==> src/nlb_pkg.sv <==
// nlb_pkg: shared types and constants for the newline line buffer
// no dependencies; imported by every module of the block but nlb_ram

package nlb_pkg;

  localparam int DEPTH_DEF = 64;
  localparam int CFG_W     = 7;
  localparam logic [7:0] NEWLINE = 8'h0A;

  localparam logic OP_ADD    = 1'b0;
  localparam logic OP_REMOVE = 1'b1;

  typedef enum logic [2:0] {
    ST_ADDED      = 3'd0,
    ST_FULL       = 3'd1,
    ST_BYTE       = 3'd2,
    ST_EMPTY_LINE = 3'd3,
    ST_NO_LINE    = 3'd4
  } status_t;

  typedef enum logic [2:0] {
    CMD_ADDED,
    CMD_REJECT,
    CMD_LINE,
    CMD_DRAIN,
    CMD_NOLINE
  } cmd_t;

  typedef enum logic [1:0] {
    B_IDLE,
    B_ISSUE,
    B_CHECK
  } bstate_t;

  typedef struct packed {
    logic       operation;
    logic [7:0] data_in;
  } req_t;

  typedef struct packed {
    status_t    status;
    logic [7:0] data_out;
    logic       last;
  } rsp_t;

  typedef struct packed {
    cmd_t cmd;
  } qent_t;

  // back end to front end bookkeeping during a line removal
  typedef struct packed {
    logic byte_taken;
    logic newline_taken;
    logic done;
  } fb_t;

endpackage

==> src/nlb_ram.sv <==
// nlb_ram: generic simple dual-port ram, one write port, one registered read port
// no package dependencies

module nlb_ram #(
  parameter int WIDTH = 8,
  parameter int DEPTH = 64
) (
  input  logic                     clk,
  input  logic                     we,
  input  logic [$clog2(DEPTH)-1:0] waddr,
  input  logic [WIDTH-1:0]         wdata,
  input  logic                     re,
  input  logic [$clog2(DEPTH)-1:0] raddr,
  output logic [WIDTH-1:0]         rdata
);

  logic [WIDTH-1:0] mem [DEPTH];

  always_ff @(posedge clk) begin
    if (we) begin
      mem[waddr] <= wdata;
    end
    if (re) begin
      rdata <= mem[raddr];
    end
  end

endmodule

==> src/nlb_queue.sv <==
// nlb_queue: two-entry command queue between the front and back ends
// depends on nlb_pkg for the entry type

module nlb_queue (
  input  logic          clk,
  input  logic          rst,
  input  logic          push,
  input  nlb_pkg::qent_t wdata,
  output logic          full,
  input  logic          pop,
  output nlb_pkg::qent_t rdata,
  output logic          empty
);
  import nlb_pkg::*;

  qent_t      ent [2];
  logic       wp;
  logic       rp;
  logic [1:0] cnt;

  assign full  = (cnt == 2'd2);
  assign empty = (cnt == 2'd0);
  assign rdata = ent[rp];

  always_ff @(posedge clk) begin
    if (rst) begin
      wp  <= 1'b0;
      rp  <= 1'b0;
      cnt <= 2'd0;
    end else begin
      if (push) begin
        wp <= ~wp;
      end
      if (pop) begin
        rp <= ~rp;
      end
      if (push && !pop) begin
        cnt <= cnt + 2'd1;
      end else if (pop && !push) begin
        cnt <= cnt - 2'd1;
      end
    end
  end

  always_ff @(posedge clk) begin
    if (push) begin
      ent[wp] <= wdata;
    end
  end

endmodule

==> src/nlb_front.sv <==
// nlb_front: request intake, capacity register, byte writes and command classification
// depends on nlb_pkg; feeds nlb_queue and the write port of nlb_ram

module nlb_front #(
  parameter int DEPTH = nlb_pkg::DEPTH_DEF
) (
  input  logic                           clk,
  input  logic                           rst,
  input  logic                           req_valid,
  output logic                           req_ready,
  input  nlb_pkg::req_t                  req,
  input  logic                           capacity_we,
  input  logic [nlb_pkg::CFG_W-1:0]      capacity_data,
  output logic                           q_push,
  input  logic                           q_full,
  output nlb_pkg::qent_t                 q_wdata,
  output logic                           mem_we,
  output logic [$clog2(DEPTH)-1:0]       mem_waddr,
  output logic [7:0]                     mem_wdata,
  input  nlb_pkg::fb_t                   fb,
  output logic [$clog2(DEPTH):0]         cap
);
  import nlb_pkg::*;

  localparam int AW    = $clog2(DEPTH);
  localparam int CAP_W = AW + 1;

  logic [AW-1:0]    tail;
  logic [CAP_W-1:0] fill;
  logic [CAP_W-1:0] nl_count;
  logic             busy;

  logic             accept;
  logic             is_full;
  cmd_t             cmd;
  logic [CAP_W-1:0] tail_inc;
  logic [AW-1:0]    tail_adv;
  logic [CAP_W-1:0] cap_clamped;

  assign req_ready = !busy && !q_full;
  assign accept    = req_valid && req_ready;
  assign is_full   = (fill >= cap);
  assign tail_inc  = {1'b0, tail} + CAP_W'(1);
  assign tail_adv  = (tail_inc >= cap) ? '0 : tail_inc[AW-1:0];

  always_comb begin
    if (capacity_data < CFG_W'(2)) begin
      cap_clamped = CAP_W'(2);
    end else if (capacity_data > CFG_W'(DEPTH)) begin
      cap_clamped = CAP_W'(DEPTH);
    end else begin
      cap_clamped = capacity_data[CAP_W-1:0];
    end
  end

  always_comb begin
    priority if (req.operation == OP_ADD) begin
      cmd = is_full ? CMD_REJECT : CMD_ADDED;
    end else if (nl_count != '0 && fill != '0) begin
      cmd = CMD_LINE;
    end else if (is_full) begin
      cmd = CMD_DRAIN;
    end else begin
      cmd = CMD_NOLINE;
    end
  end

  assign q_push      = accept;
  assign q_wdata.cmd = cmd;
  assign mem_we      = accept && (cmd == CMD_ADDED);
  assign mem_waddr   = tail;
  assign mem_wdata   = req.data_in;

  always_ff @(posedge clk) begin
    if (rst) begin
      tail     <= '0;
      fill     <= '0;
      nl_count <= '0;
      busy     <= 1'b0;
      cap      <= CAP_W'(DEPTH);
    end else if (capacity_we) begin
      tail     <= '0;
      fill     <= '0;
      nl_count <= '0;
      busy     <= 1'b0;
      cap      <= cap_clamped;
    end else if (accept) begin
      unique case (cmd)
        CMD_ADDED: begin
          tail <= tail_adv;
          fill <= fill + CAP_W'(1);
          if (req.data_in == NEWLINE) begin
            nl_count <= nl_count + CAP_W'(1);
          end
        end
        CMD_LINE: begin
          busy <= 1'b1;
        end
        // full store without newline: all but one stored byte go out, counts drop at once
        CMD_DRAIN: begin
          busy     <= 1'b1;
          fill     <= '0;
          nl_count <= '0;
        end
        default: begin
        end
      endcase
    end else begin
      if (fb.done) begin
        busy <= 1'b0;
      end
      if (fb.byte_taken) begin
        fill <= fill - CAP_W'(1);
      end
      if (fb.newline_taken) begin
        nl_count <= nl_count - CAP_W'(1);
      end
    end
  end

endmodule

==> src/nlb_back.sv <==
// nlb_back: executes queued commands, reads line bytes and drives the result register
// depends on nlb_pkg; reads through the registered port of nlb_ram

module nlb_back #(
  parameter int DEPTH = nlb_pkg::DEPTH_DEF
) (
  input  logic                     clk,
  input  logic                     rst,
  input  logic                     capacity_we,
  input  logic [$clog2(DEPTH):0]   cap,
  input  logic                     q_empty,
  output logic                     q_pop,
  input  nlb_pkg::qent_t           q_rdata,
  output logic                     mem_re,
  output logic [$clog2(DEPTH)-1:0] mem_raddr,
  input  logic [7:0]               mem_rdata,
  output nlb_pkg::fb_t             fb,
  output logic                     rsp_valid,
  input  logic                     rsp_ready,
  output nlb_pkg::rsp_t            rsp
);
  import nlb_pkg::*;

  localparam int AW    = $clog2(DEPTH);
  localparam int CAP_W = AW + 1;

  bstate_t          state, state_next;
  logic [AW-1:0]    head, head_next;
  logic [AW-1:0]    ptr, ptr_next;
  logic [7:0]       pend, pend_next;
  logic             has_pend, has_pend_next;
  logic             is_drain, is_drain_next;
  logic [CAP_W-1:0] cnt, cnt_next;
  logic             rsp_valid_next;
  rsp_t             rsp_next;

  logic             out_free;
  logic [CAP_W-1:0] ptr_inc;
  logic [AW-1:0]    ptr_adv;
  logic             drain_last;

  assign out_free   = !rsp_valid || rsp_ready;
  assign ptr_inc    = {1'b0, ptr} + CAP_W'(1);
  assign ptr_adv    = (ptr_inc >= cap) ? '0 : ptr_inc[AW-1:0];
  assign drain_last = (cnt == cap - CAP_W'(2));
  assign mem_raddr  = ptr;

  always_ff @(posedge clk) begin
    if (rst || capacity_we) begin
      state     <= B_IDLE;
      head      <= '0;
      rsp_valid <= 1'b0;
    end else begin
      state     <= state_next;
      head      <= head_next;
      rsp_valid <= rsp_valid_next;
    end
  end

  always_ff @(posedge clk) begin
    ptr      <= ptr_next;
    pend     <= pend_next;
    has_pend <= has_pend_next;
    is_drain <= is_drain_next;
    cnt      <= cnt_next;
    rsp      <= rsp_next;
  end

  always_comb begin
    state_next     = state;
    head_next      = head;
    ptr_next       = ptr;
    pend_next      = pend;
    has_pend_next  = has_pend;
    is_drain_next  = is_drain;
    cnt_next       = cnt;
    rsp_valid_next = rsp_valid && !rsp_ready;
    rsp_next       = rsp;
    q_pop          = 1'b0;
    mem_re         = 1'b0;
    fb             = '0;

    unique case (state)
      B_IDLE: begin
        if (!q_empty && out_free) begin
          q_pop         = 1'b1;
          ptr_next      = head;
          has_pend_next = 1'b0;
          cnt_next      = '0;
          unique case (q_rdata.cmd)
            CMD_ADDED: begin
              rsp_valid_next = 1'b1;
              rsp_next       = '{status: ST_ADDED, data_out: 8'd0, last: 1'b1};
            end
            CMD_REJECT: begin
              rsp_valid_next = 1'b1;
              rsp_next       = '{status: ST_FULL, data_out: 8'd0, last: 1'b1};
            end
            CMD_NOLINE: begin
              rsp_valid_next = 1'b1;
              rsp_next       = '{status: ST_NO_LINE, data_out: 8'd0, last: 1'b1};
            end
            CMD_LINE: begin
              is_drain_next = 1'b0;
              state_next    = B_ISSUE;
            end
            CMD_DRAIN: begin
              is_drain_next = 1'b1;
              state_next    = B_ISSUE;
            end
            default: begin
            end
          endcase
        end
      end

      B_ISSUE: begin
        mem_re     = 1'b1;
        state_next = B_CHECK;
      end

      B_CHECK: begin
        priority if (is_drain) begin
          if (out_free) begin
            rsp_valid_next = 1'b1;
            rsp_next       = '{status: ST_BYTE, data_out: mem_rdata, last: drain_last};
            ptr_next       = ptr_adv;
            cnt_next       = cnt + CAP_W'(1);
            if (drain_last) begin
              fb.done    = 1'b1;
              state_next = B_IDLE;
            end else begin
              state_next = B_ISSUE;
            end
          end
        end else if (mem_rdata == NEWLINE) begin
          // the held byte, if any, closes the line
          if (out_free) begin
            rsp_valid_next = 1'b1;
            if (has_pend) begin
              rsp_next = '{status: ST_BYTE, data_out: pend, last: 1'b1};
            end else begin
              rsp_next = '{status: ST_EMPTY_LINE, data_out: 8'd0, last: 1'b1};
            end
            head_next        = ptr_adv;
            fb.byte_taken    = 1'b1;
            fb.newline_taken = 1'b1;
            fb.done          = 1'b1;
            state_next       = B_IDLE;
          end
        end else if (!has_pend || out_free) begin
          // hold one byte back until we know whether it ends the line
          if (has_pend) begin
            rsp_valid_next = 1'b1;
            rsp_next       = '{status: ST_BYTE, data_out: pend, last: 1'b0};
          end
          pend_next     = mem_rdata;
          has_pend_next = 1'b1;
          ptr_next      = ptr_adv;
          fb.byte_taken = 1'b1;
          state_next    = B_ISSUE;
        end else begin
          // a byte is held and the output is stalled: wait here
        end
      end

      default: begin
        state_next = B_IDLE;
      end
    endcase
  end

endmodule

==> src/newline_line_buffer_top.sv <==
// Newline-delimited line buffer. A front end takes one request beat per cycle while its
// two-entry command queue has room: an add (or a rejected add, or a remove that finds no
// line) gives a single result, which passes through the command queue into the output
// register when the back end is idle and the consumer keeps up. A remove that hands out
// a line, or drains a full store without a newline, pauses intake until the last beat of
// the line is loaded into the output register; the back end picks up the command and
// then reads the byte store through its single registered read port, each stored byte of
// the line, the newline included, in an address state and then a data state, plus the
// wait for the consumer. The store needs no clearing after reset; writing the capacity
// empties the buffer at once.
//
// top level: instantiates nlb_front, nlb_queue, nlb_back and nlb_ram; depends on nlb_pkg

module newline_line_buffer_top #(
  parameter int DEPTH = nlb_pkg::DEPTH_DEF
) (
  input  logic                      clk,
  input  logic                      rst,
  input  logic                      req_valid,
  output logic                      req_ready,
  input  nlb_pkg::req_t             req,
  output logic                      rsp_valid,
  input  logic                      rsp_ready,
  output nlb_pkg::rsp_t             rsp,
  input  logic                      capacity_we,
  input  logic [nlb_pkg::CFG_W-1:0] capacity_data
);
  import nlb_pkg::*;

  localparam int AW = $clog2(DEPTH);

  logic          q_push;
  logic          q_full;
  logic          q_pop;
  logic          q_empty;
  qent_t         q_wdata;
  qent_t         q_rdata;
  logic          mem_we;
  logic [AW-1:0] mem_waddr;
  logic [7:0]    mem_wdata;
  logic          mem_re;
  logic [AW-1:0] mem_raddr;
  logic [7:0]    mem_rdata;
  fb_t           fb;
  logic [AW:0]   cap;

  nlb_front #(.DEPTH(DEPTH)) u_front (
    .clk           (clk),
    .rst           (rst),
    .req_valid     (req_valid),
    .req_ready     (req_ready),
    .req           (req),
    .capacity_we   (capacity_we),
    .capacity_data (capacity_data),
    .q_push        (q_push),
    .q_full        (q_full),
    .q_wdata       (q_wdata),
    .mem_we        (mem_we),
    .mem_waddr     (mem_waddr),
    .mem_wdata     (mem_wdata),
    .fb            (fb),
    .cap           (cap)
  );

  nlb_queue u_queue (
    .clk   (clk),
    .rst   (rst || capacity_we),
    .push  (q_push),
    .wdata (q_wdata),
    .full  (q_full),
    .pop   (q_pop),
    .rdata (q_rdata),
    .empty (q_empty)
  );

  nlb_back #(.DEPTH(DEPTH)) u_back (
    .clk         (clk),
    .rst         (rst),
    .capacity_we (capacity_we),
    .cap         (cap),
    .q_empty     (q_empty),
    .q_pop       (q_pop),
    .q_rdata     (q_rdata),
    .mem_re      (mem_re),
    .mem_raddr   (mem_raddr),
    .mem_rdata   (mem_rdata),
    .fb          (fb),
    .rsp_valid   (rsp_valid),
    .rsp_ready   (rsp_ready),
    .rsp         (rsp)
  );

  nlb_ram #(.WIDTH(8), .DEPTH(DEPTH)) u_store (
    .clk   (clk),
    .we    (mem_we),
    .waddr (mem_waddr),
    .wdata (mem_wdata),
    .re    (mem_re),
    .raddr (mem_raddr),
    .rdata (mem_rdata)
  );

endmodule

==> config.mk <==
export PLATFORM = sky130hd
export DESIGN_NAME = newline_line_buffer_top
export DESIGN_NICKNAME = d
export VERILOG_FILES = /design/src/nlb_pkg.sv /design/src/nlb_ram.sv /design/src/nlb_queue.sv /design/src/nlb_front.sv /design/src/nlb_back.sv /design/src/newline_line_buffer_top.sv
export SDC_FILE = /design/constraint.sdc
export NUM_CORES = 1
export LEC_CHECK = 0
export BUFFER_PORTS_ARGS = -buffer_cell sky130_fd_sc_hd__buf_2
export CORE_UTILIZATION = 52
export DETAILED_ROUTE_END_ITERATION = 8
export PLACE_DENSITY = 0.68
export SLEW_MARGIN = 15
export SYNTH_ARGS = -nofsm -noshare
export SYNTH_HDL_FRONTEND = slang
export SYNTH_HIERARCHICAL = 1
export SYNTH_SLANG_ARGS = --single-unit
==> constraint.sdc <==
create_clock -name clk -period 4.3 [get_ports clk]
set_clock_uncertainty 0.2 [all_clocks]
set_input_delay 0 -clock clk [delete_from_list [all_inputs] [get_ports clk]]
set_output_delay 0 -clock clk [all_outputs]
set_load 0.05 [all_outputs]
==> summary.md <==
| Metric | Value |
|---|---|
| Synth warn | 6 |
| Final setup viols | 0 |
| Post-synth EDFFs | 561 |
| Die height | ~220 µm |
| Routed len/inst | 25.1 µm |
| Worst-path fanout max | 8 |
| Clock root buffer | clkbuf_16 |
| Fin crit share | 0.944 |
| Async SR Flop Fraction | 0 |
| Peak supply drop | approximately 0.27 mV |
| Sequential share of the synthesized area | 0.702 |
| # DRC | 0 |
| Met2 wire len | 27,100 µm |
| Tot GR Track Use | 0.234 |
| Mapped Area | 0.0252 mm² |
| Vias | 14,200 |
| #FFs+latches synth | 603 |
| Worst-Skew Late Latency | 0.61 ns |
| Remaining global-route overflow | 0 |
| Core ar. | approximately 0.048 mm² |
| CTS tree | yes |
| Setup TNS | 0 ns |
| HPWL Detailed | roughly 35,000 µm |
| Lkg Pwr | 9.32 nW |
| Max_slew headroom | 0.281 |
| Post-DRT Antenna Nets | 0 |
| Worst setup EP type | flip-flop |
| Leading cell type in the layout, fill and taps excluded | edfxtp_1 |
| Drt initial violations | 1,707 |
| Vias in the first global route | 14,100 |
| Highest Signal Layer | met4 |
| Buffers added on ports | 34 |
| Top achievable clock speed | approximately 250 MHz |
| Multi-input gate area | 0.00699 mm² |
| Crit path DAT | 4.11 ns |
| Final Slew Violations | 0 |
| Syn Inst Count | 1,474 |
| First-pass GRT wire length | 86,600 µm |
| RePlAce Congestion | 0.851 |
| CTS clock-pin slew for the worst setup and hold paths | ~0.06 ns |
| H-tree depth | 2 |
| Syn nets | 1,525 |
| Met3 WL | approximately 4100 µm |
| Synth unique cells | 85 |
| Run status | finished, final reports clean |
| Die W | 222 µm |
| Worst slew pin tran | approximately 1.1 ns |
| Hold Crit Class | input pin to flip-flop |
| # fillers | between 3,000 and 4,000 |
| Rows | 80 |
| Placement-stage cell area | between 0.02 and 0.03 mm² |
| Largest net degree at the start of global routing | 91 |
| Cell area after layout | between 0.02 and 0.03 mm² |
| Clock buffer depth | 3 |
| # IOs | 35 |
| Met1 WL | 23,700 µm |
| Initial Util | 0.528 |
| Sequential cell area | 0.0177 mm² |
| Die Area | 0.0493 mm² |
| Total power | 13.4 mW |
| Initial antenna violation count | 0 |
| Cts bufs inserted | slightly below 60 |
| Diode count | 0 |
| CP required | 4.35 ns |
| Final Hold Fails | 0 |
| Final min period | about 4.1 ns |
| Final Net Count | 1,647 |
| Commonest non-fill, non-tap cells in the layout | 561 x edfxtp_1, 125 x mux4_2, 120 x nor2_1 |
| Vias per cell | 6.28 |
| Drt pass-1 iters | 5 |
| RSZ-0062 raised after global routing | false |
| Layout cells sized above 1 | 0.219 |
| Hold slack | roughly 0.081 ns |
| PD cells | 468 mW/mm² |
| Syn-to-layout area delta | 13.5% |
| CTS Sinks | ~600 |
| Setup CP Type | flip-flop to flip-flop |
| Syn Area/Cell | 17.1 µm² |
| Ys flop type | edfxtp_1 |
| Maxcap violations | 0 |
| Critical path launch point type | flip-flop |
| Fin util | 0.599 |
| Routed WL | 56,600 µm |
state kept, by name, summed over array words and instances (netlist names), 2 cells and up, named ones only:
signal             flops
u_front/fill           7
u_store/rdata          8
u_front/nl_count       7
u_store/mem          512
u_queue/cnt            2
u_back/cnt             7
u_back/mem_raddr       6
u_back/pend            8
u_queue/ent            6
u_front/mem_waddr      6
u_back/state           2
u_back/rsp            12
u_back/head            6
u_front/cap            7
kinds of logic after synthesis:
kind of cell,after synthesis,synth area share
DFF,603,0.702
and+or+nand+nor,344,0.0681
AOI/OAI and AO/OA,217,0.0645
muxes,149,0.121
buffers and inverters,106,0.0202
adders and majority gates,30,0.0149
xor gates and xnor gates,25,0.00869
Yosys cell counts, types with 8 or more instances:
library cell    n  area, µm²
o22ai_1        28        175
a22o_1         11       96.3
buf_2          14       70.1
mux4_2        125       2820
o21ai_0        24        120
xor2_1         11       96.3
buf_4          21        158
a31oi_1        20        125
a221oi_1        9       78.8
ha_1           30        375
inv_1          29        109
a21oi_1        24        120
edfxtp_1      561      16800
o211ai_1        8       60.1
nor2b_1        25        156
xnor2_1        14        123
nand2b_1       10       62.6
clkbuf_1       31        116
nand3_1        38        190
o32ai_1         8       70.1
nor2_1        120        450
nor3_1         16       80.1
a22oi_1        14        105
a211oi_1        8       60.1
and2_1         10       62.6
nand2_1        72        270
dfxtp_1        42        841
mux2i_1        20        200
stage by stage:
step,setup WS [ns],cells
after floorplan,0.515,1474
final,0.240,2259
after global placement,0.404,2122
after CTS,0.271,2259
after detailed placement,0.268,2122
after global routing,0.0517,2259
cell type report:
type,instances,share of cell area
clock buffer,72,0.0533
timing repair buffer,137,0.0377
tap,615,0.0269
clock inverter,36,0.0149
sequential,603,0.619
inverter,31,0.00407
multi-input combinational,765,0.245
layer usage:
| metal | vias up | GRT usage |
|---|---|---|
| li1 | 6169 | - |
| met1 | 7257 | 0.333 |
| met2 | 642 | 0.371 |
| met3 | 111 | 0.0358 |
| met4 | 0 | 0.0831 |
| met5 | - | 0 |
worst max-delay path, stage by stage, from the launching register on:
cell       delay (ns)
dfxtp_1          0.42
inv_1            0.12
ha_1             0.32
a21o_1           0.21
a221oi_4         0.38
o2111ai_1        0.29
inv_1            0.27
nor2b_1          0.32
nand3_1          0.45
nor2_1           0.72
where the power goes:
| part | internal (mW) | total, mW | leakage, nW | switching [mW] |
|---|---|---|---|---|
| combinational | 0.651 | 1.62 | 2.96 | 0.971 |
| sequential | 6.49 | 6.55 | 5.40 | 0.0688 |
| clock | 3.06 | 5.20 | 0.952 | 2.15 |
| total | 10.2 | 13.4 | 9.32 | 3.19 |
repair_timing:
action / CTS / global route
gates resized for setup: 0 / 0
buffers inserted: 0 / 0
endpoints found under the hold margin: 562 / 0
hold buffers: 29 / 0
worst paths after layout:
check / from / to / slack (ns) / cells after the start
worst max-delay path: u_front/cap[5] / u_store/mem[29][6] / 0.24 / 9
worst min-delay path: rst / u_front/cap[4] / 0.08 / 3
worst max register to register: u_front/cap[5] / u_store/mem[29][6] / 0.24 / 9
worst min register to register: u_back/head[3] / u_back/head[3] / 0.26 / 2
Note: power is estimated with default switching activity, not from simulation.
